`src/rtl/core/qfo_pkg.sv`:
```
// Shared types and constants for the quaternion fractal orbit step core.
// Depends on nothing; imported by every module of the core.
`default_nettype none

package qfo_pkg;

    localparam int FRAC_BITS = 28;
    localparam int COMP_W    = 32;
    localparam int MAG_W     = 32;
    localparam int CFG_IDX_W = 3;

    typedef logic signed [COMP_W-1:0] comp_t;

    typedef struct packed {
        comp_t a;
        comp_t b;
        comp_t c;
        comp_t d;
    } quat_t;

    typedef enum logic {
        OP_START   = 1'b0,
        OP_ITERATE = 1'b1
    } op_t;

    typedef enum logic [CFG_IDX_W-1:0] {
        REG_JULIA_MODE    = 3'd0,
        REG_CONST_REAL    = 3'd1,
        REG_CONST_I       = 3'd2,
        REG_CONST_J       = 3'd3,
        REG_CONST_K       = 3'd4,
        REG_START_J       = 3'd5,
        REG_START_K       = 3'd6,
        REG_BAILOUT_LIMIT = 3'd7
    } reg_idx_t;

    localparam logic [MAG_W-1:0] BAILOUT_RESET = 32'h4000_0000;

    typedef struct packed {
        logic             julia_mode;
        comp_t            const_real;
        comp_t            const_i;
        comp_t            const_j;
        comp_t            const_k;
        comp_t            start_j;
        comp_t            start_k;
        logic [MAG_W-1:0] bailout_limit;
    } cfg_t;

endpackage

`default_nettype wire

```
`src/rtl/core/qfo_cfg_regs.sv`:
```
// Configuration register file of the orbit step core.
// Depends on qfo_pkg for the register index codes and the cfg_t bundle.
`default_nettype none

module qfo_cfg_regs
    import qfo_pkg::*;
(
    input  wire logic                 clk,
    input  wire logic                 rst_n,
    input  wire logic                 wr_en,
    input  wire logic [CFG_IDX_W-1:0] wr_index,
    input  wire logic [31:0]          wr_data,
    output cfg_t                      cfg
);

    cfg_t cfg_reg;
    cfg_t cfg_next;

    always_comb
    begin
        cfg_next = cfg_reg;
        if (wr_en)
        begin
            unique case (reg_idx_t'(wr_index))
                REG_JULIA_MODE:    cfg_next.julia_mode    = wr_data[0];
                REG_CONST_REAL:    cfg_next.const_real    = wr_data;
                REG_CONST_I:       cfg_next.const_i       = wr_data;
                REG_CONST_J:       cfg_next.const_j       = wr_data;
                REG_CONST_K:       cfg_next.const_k       = wr_data;
                REG_START_J:       cfg_next.start_j       = wr_data;
                REG_START_K:       cfg_next.start_k       = wr_data;
                REG_BAILOUT_LIMIT: cfg_next.bailout_limit = wr_data;
            endcase
        end
    end

    always_ff @(posedge clk or negedge rst_n)
    begin
        if (!rst_n)
        begin
            cfg_reg <= '{julia_mode: 1'b1, bailout_limit: BAILOUT_RESET, default: '0};
        end
        else
        begin
            cfg_reg <= cfg_next;
        end
    end

    assign cfg = cfg_reg;

endmodule

`default_nettype wire

```
`config.mk`:
```
export PLATFORM = sky130hd
export DESIGN_NAME = qfo_cfg_regs
export DESIGN_NICKNAME = d
export VERILOG_FILES = /design/src/rtl/core/qfo_pkg.sv /design/src/rtl/core/qfo_cfg_regs.sv
export SDC_FILE = /design/constraint.sdc
export NUM_CORES = 1
export LEC_CHECK = 0
export ABC_CLOCK_PERIOD_IN_PS = 1770
export CORE_ASPECT_RATIO = 0.8
export CORE_MARGIN = 3
export CORE_UTILIZATION = 30
export CTS_BUF_LIST = sky130_fd_sc_hd__clkbuf_4 sky130_fd_sc_hd__clkbuf_8 sky130_fd_sc_hd__clkbuf_16
export DETAILED_ROUTE_END_ITERATION = 8
export DONT_BUFFER_PORTS = 1
export PLACE_DENSITY = 0.53
export SLEW_MARGIN = 20
export SYNTH_ARGS = -nofsm -noshare
export SYNTH_HDL_FRONTEND = slang
export SYNTH_SLANG_ARGS = --single-unit
export TNS_END_PERCENT = 30
```
`constraint.sdc`:
```
create_clock -name clk -period 1.77 [get_ports clk]
set_input_delay 0.177 -clock clk [delete_from_list [all_inputs] [get_ports clk]]
set_output_delay 0.177 -clock clk [all_outputs]
set_load 0.01 [all_outputs]
```
==> impl_results.md, run 1 <==
* Die Height at around 160 um
* Antenna diodes at 0
* Worst r2r path cells at 1
* Crit. End Element: output port
* Num CTS Buffers at 24
* Max_cap viols at 0
* Share of total power in combinational logic at between 10% and 20%
* Nets at 562
* NetSw at about 4.0 mW
* Gpl congestion at 0.7356
* Violated checks: negative hold slack
* Pint at between 10 and 15 mW
* Cell Area, Synth at a little under 9000 um2
* Yosys top cell area share at a little over three fifths
* Worst-Margin Slew at about 770 ps
* Clock share of power at 35.8%
* TritonCTS clock tree: yes
* CTS sink cnt at 225
* Worst skew pair latency at about 500 ps
* First-pass GRT wire length at between 30 and 40 mm
* Via density at approximately 4.8
* Biggest area consumer among synthesized cells: dfrtp_1
* Max reg flops at 225
* Synth warn at 0
* Worst-path maximum fanout at 2
* IO Pins at around 260
* Max Clock Freq at 0.7794 GHz
* Status: finished with violations
* Area Overhead vs Synth at 17.07%
* Worst Path Required at about 1600 ps
* Setup CP Type: reg2out
* Core box area at 28700 um2
* Critical Path AT at about 1100 ps
* DRC marker count from the first detailed-route iteration at 177
* Sequential cell area at 5633 um2
* Final ANT Viol Nets at 0
* PD cells at approximately 1400 nW/um2
* Seq cells post-synth at ~230
* CTS Root Cell: clkbuf_16
* Reg clk slew, reported paths at ~70 ps
* Initial antenna violation count at 0
* Area contributors post-synth: dfrtp_1 63%, mux2_2 16%, mux2_4 15%
* Distinct cell type count after synthesis at 12
* Leak pwr at approximately 4.6 nW
* Die footprint at approximately 32000 um2
* Dpl ws at just under 200 ps
* Area of the multi-input gates at approximately 3000 um2
* Per-cell routed wire length at approximately 24 um
* Clock H-tree levels at 1
* Die width at 198.2 um
* Pin count of the biggest net entering global routing at 226
* Worst r2r src: cfg[69]
* Grt total ovfl at 0
* Cells after Synth at around 490
* CP Launch Type: flop
* CTS resizes at 0
* Final Setup Violations at 0
* Worst vdd ir at between 0.7 and 0.8 mV
* RSZ-0062 raised after global routing: false
* Drt total wl at roughly 22 mm
* DR pass1 iterations at 4
* EDFF count, synth at 0
* Final WS setup at approximately 490 ps
* Hold slack at -640.1 ps
* Post-synthesis sequential area ratio at a little under two thirds
* Mapped Avg Cell Area at 18.25 um2
* Layout Utilization at between 30% and 40%
* Post-synth top flop: dfrtp_1
* Final period util at 72.49%
* Worst-case clock skew at 0 ps
* Finished Cell Area at 10380 um2
* Final HPWL DP at 13.61 mm
* Filler cell count at ~2.7k
* GRT Util Overall at a little over an eighth
* Row count at 55
* Sw frac at 27.28%
* Port buffer count at 0
* Synth top cells by count: 223 x dfrtp_1, 124 x mux2_2, 90 x mux2_4
* Via count at 4351
* Clk buf depth at 3
* Post CTS Setup Buffer Count at 0
* Worst slew margin at between 40 and 50%
* Share of power burned in registers at between 50% and 60%
* CTS Hold Buffers Added at 32
* Syn nets at 524
* Residual DRC count at 0
* Endpoints failing hold at 225
* Hold WC Path Type: in2async
* Slew Limit Fails at 0
* Setup TNS at 0 ps
* Min Tclk post-route at between 1000 and 1500 ps
* Placed Area at approximately 9000 um2
* FF-to-FF setup slack at slightly above 900 ps
* Vias in the first global route at 4812
* Layout cells sized above 1 at around 51%
* R2r endpoint: cfg[69]
* Fraction of registers with async set/reset at 100.0%
* Top-count cell post-synth: dfrtp_1
* Initial core utilization at between 30% and 40%
[cells in the final DEF, fill, tap and decap left out, drive strengths merged, types with 2 or more instances in the layout]
cell type | synthesis | layout
and4bb | 3 | 3
buf | 28 | 8
bufinv | 0 | 2
clkbuf | 0 | 35
clkinv | 0 | 5
dfrtp | 223 | 223
dfstp | 2 | 2
dlygate4sd3 | 0 | 32
mux2 | 225 | 225
nand4b | 3 | 3
[kinds of logic (layout without fill, tap and decap cells)]
group | Yosys count | count (layout) | synth area share (%)
DFF | 225 | 225 | 63.52
buffers and inverters | 28 | 83 | 2.624
muxes | 225 | 225 | 32.38
and+or+nand+nor | 8 | 8 | 1.468
[power groups by stage]
stage	sequential, mW	clock (mW)	combinational, mW
after floorplan	7.47	0	1.34
after global placement	7.90	0	1.39
after detailed placement	7.91	0	1.47
after CTS	7.84	5.39	1.60
after global routing	7.96	5.59	1.72
final	7.80	5.24	1.58
[cell type report]
cell class / instances / area share [%]
flip-flops and latches: 225 / 54.26
clock buffers: 35 / 7.171
clock inverters: 8 / 0.9280
repair buffers: 40 / 4.267
well taps: 370 / 4.459
multi-input cells: 233 / 28.91
[how the worst max path moves through the flow]
stage	from	cells after the start	end
2_1_floorplan	wr_index[0]	5	cfg[100]
3_3_place_gp	wr_index[2]	2	cfg[134]
3_5_place_dp	wr_index[2]	2	cfg[147]
4_1_cts	cfg[224]	0	cfg[224]
5_1_grt	cfg[224]	0	cfg[224]
6_report	cfg[224]	0	cfg[224]
[layer usage]
| metal | track usage (%) | wire length [um] | part of all wire, % |
|---|---|---|---|
| met5 | 0 | 0 | 0 |
| met4 | 2.862 | 416 | 1.9 |
| met3 | 7.361 | 2707 | 13 |
| met2 | 21.17 | 10010 | 47 |
| met1 | 15.53 | 8394 | 39 |
[stage by stage]
stage	cells	hold WS (ps)	total power, mW
finish	911	-640.1	14.63
floorplan	486	-118.6	8.813
global placement	836	-110.2	9.285
detailed placement	836	-112.5	9.382
CTS	911	-680.1	14.83
global route	911	-681.3	15.27
(Power assumes the default switching activity.)
==> inputs of run 2 (changes only) <==
--- a/config.mk
+++ b/config.mk
@@ -5,14 +5,14 @@
 export SDC_FILE = /design/constraint.sdc
 export NUM_CORES = 1
 export LEC_CHECK = 0
-export ABC_CLOCK_PERIOD_IN_PS = 1770
+export ABC_CLOCK_PERIOD_IN_PS = 1050
 export CORE_ASPECT_RATIO = 0.8
 export CORE_MARGIN = 3
 export CORE_UTILIZATION = 30
 export CTS_BUF_LIST = sky130_fd_sc_hd__clkbuf_4 sky130_fd_sc_hd__clkbuf_8 sky130_fd_sc_hd__clkbuf_16
 export DETAILED_ROUTE_END_ITERATION = 8
 export DONT_BUFFER_PORTS = 1
-export PLACE_DENSITY = 0.53
+export PLACE_DENSITY = 0.54
 export SLEW_MARGIN = 20
 export SYNTH_ARGS = -nofsm -noshare
 export SYNTH_HDL_FRONTEND = slang
==> constraint.sdc (replaced) <==
create_clock -name clk -period 1.05 [get_ports clk]
set_input_delay 0.105 -clock clk [delete_from_list [all_inputs] [get_ports clk]]
set_output_delay 0.105 -clock clk [all_outputs]
set_load 0.01 [all_outputs]
==> run 2 against run 1 <==
  * The run ends with negative hold slack, negative setup slack left
  * Non-clock buffer count grew 19
  * Critical path depth did not move
  * Sequential cell count unchanged
  * Final area increased by 3.3%
  * Routed wire length grew 4.0%
  * Sequential share of layout area decreased by 1.5 points
  * Combinational power up 78%
  * Total power is 71% higher
  * Critical endpoint unchanged
  * Largest power group unchanged
==> impl_results.md, run 2 (synthesized netlist as in run 1, its figures left out) <==
* Port buffer count at 0 (unchanged)
* First-pass GRT wire length at 33.68 mm (+3.8%)
* Worst vdd ir at 1.488 mV (+110%)
* Max_cap viols at 0 (unchanged)
* IO Pins at 263 (unchanged)
* Grt total ovfl at 0 (unchanged)
* CTS Root Cell: clkbuf_16
* Most common cell after layout, fill and taps aside: dfrtp_1
* Clk buf depth at 3 (unchanged)
* Commonest cells after routing, fill and taps aside: 199 x dfrtp_1, 124 x mux2_2, 90 x mux2_4, 34 x dlygate4sd3_1, 25 x clkbuf_16
* Residual DRC count at 0 (unchanged)
* Final HPWL DP at 14.79 mm (+8.7%)
* GRT Util Overall at 13.85% (+0.66 points)
* Finished Layout Cells at 931 (+2.2%)
* Via density at 4.692 (-1.8%)
* Die Height at 159.8 um (unchanged)
* Filler cell count at 2641 (-0.41%)
* Crit. End Element: output port
* Final ANT Viol Nets at 0 (unchanged)
* Critical Path AT at 1090 ps (-20 ps)
* CTS Hold Buffers Added at 36 (+13%)
* TritonCTS clock tree: yes
* Max reg flops at 225 (unchanged)
* Drt total wl at 22.40 mm (+4.0%)
* Vias in the first global route at 4905 (+1.9%)
* Hold WC Path Type: in2async
* Endpoints failing hold at 225 (unchanged)
* Pin count of the biggest net entering global routing at 226 (unchanged)
* Layout cells sized above 1 at 56.15% (+5.5 points)
* Num CTS Buffers at 25 (+4.2%)
* Clock H-tree levels at 1 (unchanged)
* Status: finished with violations
* Worst-Margin Slew at 378.6 ps (-390.6 ps)
* Via count at 4368 (+0.39%)
* Hold slack at -707.0 ps (-66.86 ps)
* Nets at 582 (+3.6%)
* CTS sink cnt at 225 (unchanged)
* Final period util at 113.5%
* Die width at 198.2 um (unchanged)
* Finished Cell Area at 10730 um2 (+3.3%)
* Slew Limit Fails at 0 (unchanged)
* Max Clock Freq at 0.8388 GHz
* Violated checks: negative hold slack, negative setup slack
* Gpl congestion at 0.7243 (-1.5%)
* Leak pwr at 4.737 nW (+3.0%)
* Placed Area at 9442 um2 (+2.4%)
* Final Setup Violations at 30 (+30)
* PD cells at 2330 nW/um2 (+65%)
* DRC marker count from the first detailed-route iteration at 133 (-25%)
* Worst skew pair latency at 500 ps (about the same)
* DR pass1 iterations at 4 (unchanged)
* Die footprint at 31670 um2 (unchanged)
* Final WS setup at -142.2 ps (-629.0 ps)
* CP Launch Type: flop
* Worst slew margin at 74.76% (+26 points)
* RSZ-0062 raised after global routing: true
* Worst-case clock skew at 0 ps (unchanged)
* Worst Path Required at 940 ps (-650 ps)
* Min Tclk post-route at 1192 ps
* Initial core utilization at 30.90% (unchanged)
* Initial antenna violation count at 0 (unchanged)
* Row count at 55 (unchanged)
* Core box area at 28700 um2 (unchanged)
* Post-Place Cells at 849 (+1.6%)
* Area Overhead vs Synth at 20.98%
* Antenna diodes at 0 (unchanged)
* Setup CP Type: reg2out
* Per-cell routed wire length at 24.06 um (+1.8%)
* Reg clk slew, reported paths at 60 ps (about the same)
* Worst-path maximum fanout at 2 (unchanged)
==> run 2: cell types whose count changed in the layout (fill, tap and decap cells not counted), sizes merged <==
| cell | delta |
|---|---|
| clkinv | +2 |
| clkbuf | -2 |
| dlygate4sd3 | +2 |
| dlymetal6s4s | +2 |
| bufinv | +1 |
| buf | +15 |
==> run 2: layout make-up <==
class / count / area (um2) / area share, %
clock buffer: 33 / 710.7 / 6.625
clock inverter: 11 / 147.6 / 1.376
sequential: 225 / 5663 / 52.79
multi-input combinational: 233 / 3019 / 28.14
tap: 370 / 462.9 / 4.315
timing repair buffer: 59 / 724.4 / 6.753
==> run 2: final timing paths <==
path	from	to	slack, ps	cells after the start
worst max-delay path	cfg[224]	cfg[224]	-140	0
worst min-delay path	rst_n	cfg[93]	-710	0
worst max register to register	cfg[203]	cfg[203]	140	2
worst min register to register	cfg[69]	cfg[69]	570	1
max in group asynchronous	rst_n	cfg[107]	1390	0
min in group clk	wr_index[1]	cfg[37]	50	3
==> run 2: repair_timing <==
action	CTS	global route
endpoints found under the setup margin	224	235
endpoints found under the hold margin	450	225
buffers inserted	2	0
resized for setup	7	23
==> run 2: power breakdown <==
group | switching (mW) | total [mW] | internal [mW]
clock network | 3.47 | 8.98 | 5.51
registers | 2.55 | 13.2 | 10.7
logic | 0.794 | 2.82 | 2.03
total | 6.81 | 25.0 | 18.2
==> run 2: per-stage QoR <==
step	setup slack, ps	util [%]	setup TNS, ps	power (mW)
after floorplan	-130.7	-	-12390	14.87
after global placement	-112.9	32.90	-5946	15.76
after detailed placement	-130.0	32.90	-6706	15.91
after CTS	-168.5	37.25	-6530	25.36
after global routing	-182.3	37.38	-8449	26.14
final	-142.2	37.38	-627.1	25.00
==> run 2: per-layer routing <==
layer	up-vias	global-route usage [%]	wire [um]
met5	-	0	0
met4	0	3.280	467
met3	26	6.307	2378
met2	175	21.51	10260
met1	2322	17.74	9290
li1	1845	-	-
==> inputs of run 3 (changes only) <==
--- a/config.mk
+++ b/config.mk
@@ -5,14 +5,15 @@
 export SDC_FILE = /design/constraint.sdc
 export NUM_CORES = 1
 export LEC_CHECK = 0
-export ABC_CLOCK_PERIOD_IN_PS = 1050
+export ABC_CLOCK_PERIOD_IN_PS = 1200
 export CORE_ASPECT_RATIO = 0.8
 export CORE_MARGIN = 3
 export CORE_UTILIZATION = 30
 export CTS_BUF_LIST = sky130_fd_sc_hd__clkbuf_4 sky130_fd_sc_hd__clkbuf_8 sky130_fd_sc_hd__clkbuf_16
 export DETAILED_ROUTE_END_ITERATION = 8
 export DONT_BUFFER_PORTS = 1
-export PLACE_DENSITY = 0.54
+export PLACE_DENSITY = 0.53
+export REMOVE_ABC_BUFFERS = 1
 export SLEW_MARGIN = 20
 export SYNTH_ARGS = -nofsm -noshare
 export SYNTH_HDL_FRONTEND = slang
==> constraint.sdc (replaced) <==
create_clock -name clk -period 1.2 [get_ports clk]
set_input_delay 0.12 -clock clk [delete_from_list [all_inputs] [get_ports clk]]
set_output_delay 0.12 -clock clk [all_outputs]
set_load 0.01 [all_outputs]
==> run 3 against run 2 <==
  * The flow finishes with violations (negative hold slack)
  * Sequential power shrank 13%
  * Setup slack gained 150 ps
  * Worst hold slack gained 3.9 ps
  * Core utilization shrank 0.82 points
  * Total power shrank 16%
  * Sequential cell count is the same
  * Final area shrank 2.2%
  * Clock power shrank 20%
==> impl_results.md, run 3 (synthesized netlist as in run 1, its figures left out) <==
* Most common cell after layout, fill and taps aside: dfrtp_1
* Crit. End Element: output port
* Worst-case clock skew at 0 ps (unchanged)
* Worst Path Required at 1080 ps (+140 ps)
* PD cells at 2008 nW/um2 (-14%)
* Post CTS Setup Buffer Count at 0 (-2)
* Initial antenna violation count at 2 (+2)
* Post-Place Cells at 841 (-0.94%)
* CTS Hold Buffers Added at 36 (unchanged)
* Port buffer count at 0 (unchanged)
* Clk buf depth at 3 (unchanged)
* Layout Utilization at 36.56% (-0.82 points)
* Placed Area at 9358 um2 (-0.89%)
* Hold slack at -703.0 ps (+3.941 ps)
* Max_cap viols at 0 (unchanged)
* Critical Path AT at 1070 ps (-20 ps)
* Worst-path maximum fanout at 2 (unchanged)
* Worst-Margin Slew at 411.1 ps (+32.44 ps)
* Gpl congestion at 0.7227 (-0.22%)
* Worst skew pair latency at 510 ps (about the same)
* Die footprint at 31670 um2 (unchanged)
* Residual DRC count at 0 (unchanged)
* Finished Layout Cells at 920 (-1.2%)
* Max Clock Freq at between 0.8 and 0.9 GHz
* DR pass1 iterations at 4 (unchanged)
* Vias in the first global route at 4779 (-2.6%)
* Power, Total at 21.06 mW (-16%)
* Leak pwr at 4.647 nW (-1.9%)
* Min Tclk post-route at ~1200 ps
* Core box area at 28700 um2 (unchanged)
* Row count at 55 (unchanged)
* Hold WC Path Type: in2async
* Num CTS Buffers at 23 (-8.0%)
* First-pass GRT wire length at 32.34 mm (-4.0%)
* Violated checks: negative hold slack
* Pin count of the biggest net entering global routing at 226 (unchanged)
* IO Pins at 263 (unchanged)
* Endpoints failing hold at 225 (unchanged)
* Area of the multi-input gates at 3002 um2 (-0.58%)
* Per-cell routed wire length at 23.06 um (-4.2%)
* CTS sink cnt at 225 (unchanged)
* Via count at 4354 (-0.32%)
* Drt total wl at 21.21 mm (-5.3%)
* Slew Limit Fails at 0 (unchanged)
* Worst vdd ir at 0.9955 mV (-33%)
* Nets at 570 (-2.1%)
* Setup TNS at 0 ps (+627.1 ps)
* Worst slew margin at 72.60% (-2.2 points)
* Initial core utilization at 30.90% (unchanged)
* Filler cell count at 2648 (+0.27%)
* Final Setup Violations at 0 (-100%)
* Via density at 4.733 (+0.87%)
* Grt total ovfl at 0 (unchanged)
* CTS Root Cell: clkbuf_16
* CTS resizes at 0 (-7)
* Die width at 198.2 um (unchanged)
* Die Height at 159.8 um (unchanged)
* RSZ-0062 raised after global routing: true
* Setup CP Type: reg2out
* Clock H-tree levels at 1 (unchanged)
* Final HPWL DP at 14.23 mm (-3.8%)
* Status: finished with violations
* Final ANT Viol Nets at 0 (unchanged)
* Finished Cell Area at 10490 um2 (-2.2%)
* Layout cells sized above 1 at 50.55% (-5.6 points)
* Sequential cell area at 5633 um2 (-0.53%)
* DRC marker count from the first detailed-route iteration at 149 (+12%)
* TritonCTS clock tree: yes
* Area Overhead vs Synth at 18.32%
* Max reg flops at 225 (unchanged)
* Reg clk slew, reported paths at 60 ps (about the same)
* Final period util at 99.17%
* Commonest cells after routing, fill and taps aside: 223 x dfrtp_1, 124 x mux2_2, 90 x mux2_4, 36 x dlygate4sd3_1, 23 x clkbuf_16
* CP Launch Type: flop
* GRT Util Overall at 12.95% (-0.90 points)
-- run 3: final cells by class --
| type | instances | share of cell area, % |
|---|---|---|
| clock buffers | 35 | 6.762 |
| well taps | 370 | 4.413 |
| clock inverters | 6 | 0.5605 |
| diodes | 2 | 0.04770 |
| repair buffers | 49 | 5.915 |
| multi-input cells | 233 | 28.61 |
| flip-flops and latches | 225 | 53.69 |
-- run 3: path summary, 6_finish.rpt --
check / from / end / slack (ps) / depth (start not counted)
setup / recovery: cfg[224] / cfg[224] / 10 / 0
hold / removal: rst_n / cfg[88] / -700 / 0
setup reg to reg: cfg[48] / cfg[48] / 340 / 1
hold reg to reg: cfg[34] / cfg[34] / 570 / 1
max in group asynchronous: rst_n / cfg[30] / 1480 / 0
min in group clk: wr_index[1] / cfg[47] / 70 / 3
-- run 3: repair_timing --
| action | CTS | global route |
|---|---|---|
| endpoints found under the setup margin | 2 | 2 |
| pin swaps | 0 | 0 |
| cloned | 0 | 0 |
| hold endpoints to repair | 450 | 225 |
-- run 3: through the flow --
step                hold WS (ps)  setup slack, ps
floorplan                 -175.6           -821.3
global placement          -169.2            20.71
detailed placement        -169.9            24.05
CTS                       -728.8           -28.43
global route              -737.3           -39.58
finish                    -703.0            10.01
-- run 3: routing by layer --
layer / part of all wire (%) / track usage (%) / up-vias
met3: 10 / 5.315 / 27
met2: 45 / 20.18 / 162
met1: 43 / 16.98 / 2336
met4: 2.1 / 2.862 / 0
li1: - / - / 1829
met5: 0 / 0 / -
-- run 3: report_power, final --
group / internal, mW / total (mW) / switching (mW) / leakage (nW)
clock network: 4.28 / 7.18 / 2.90 / 0.391
registers: 9.28 / 11.5 / 2.24 / 2.70
logic: 1.72 / 2.36 / 0.639 / 1.56
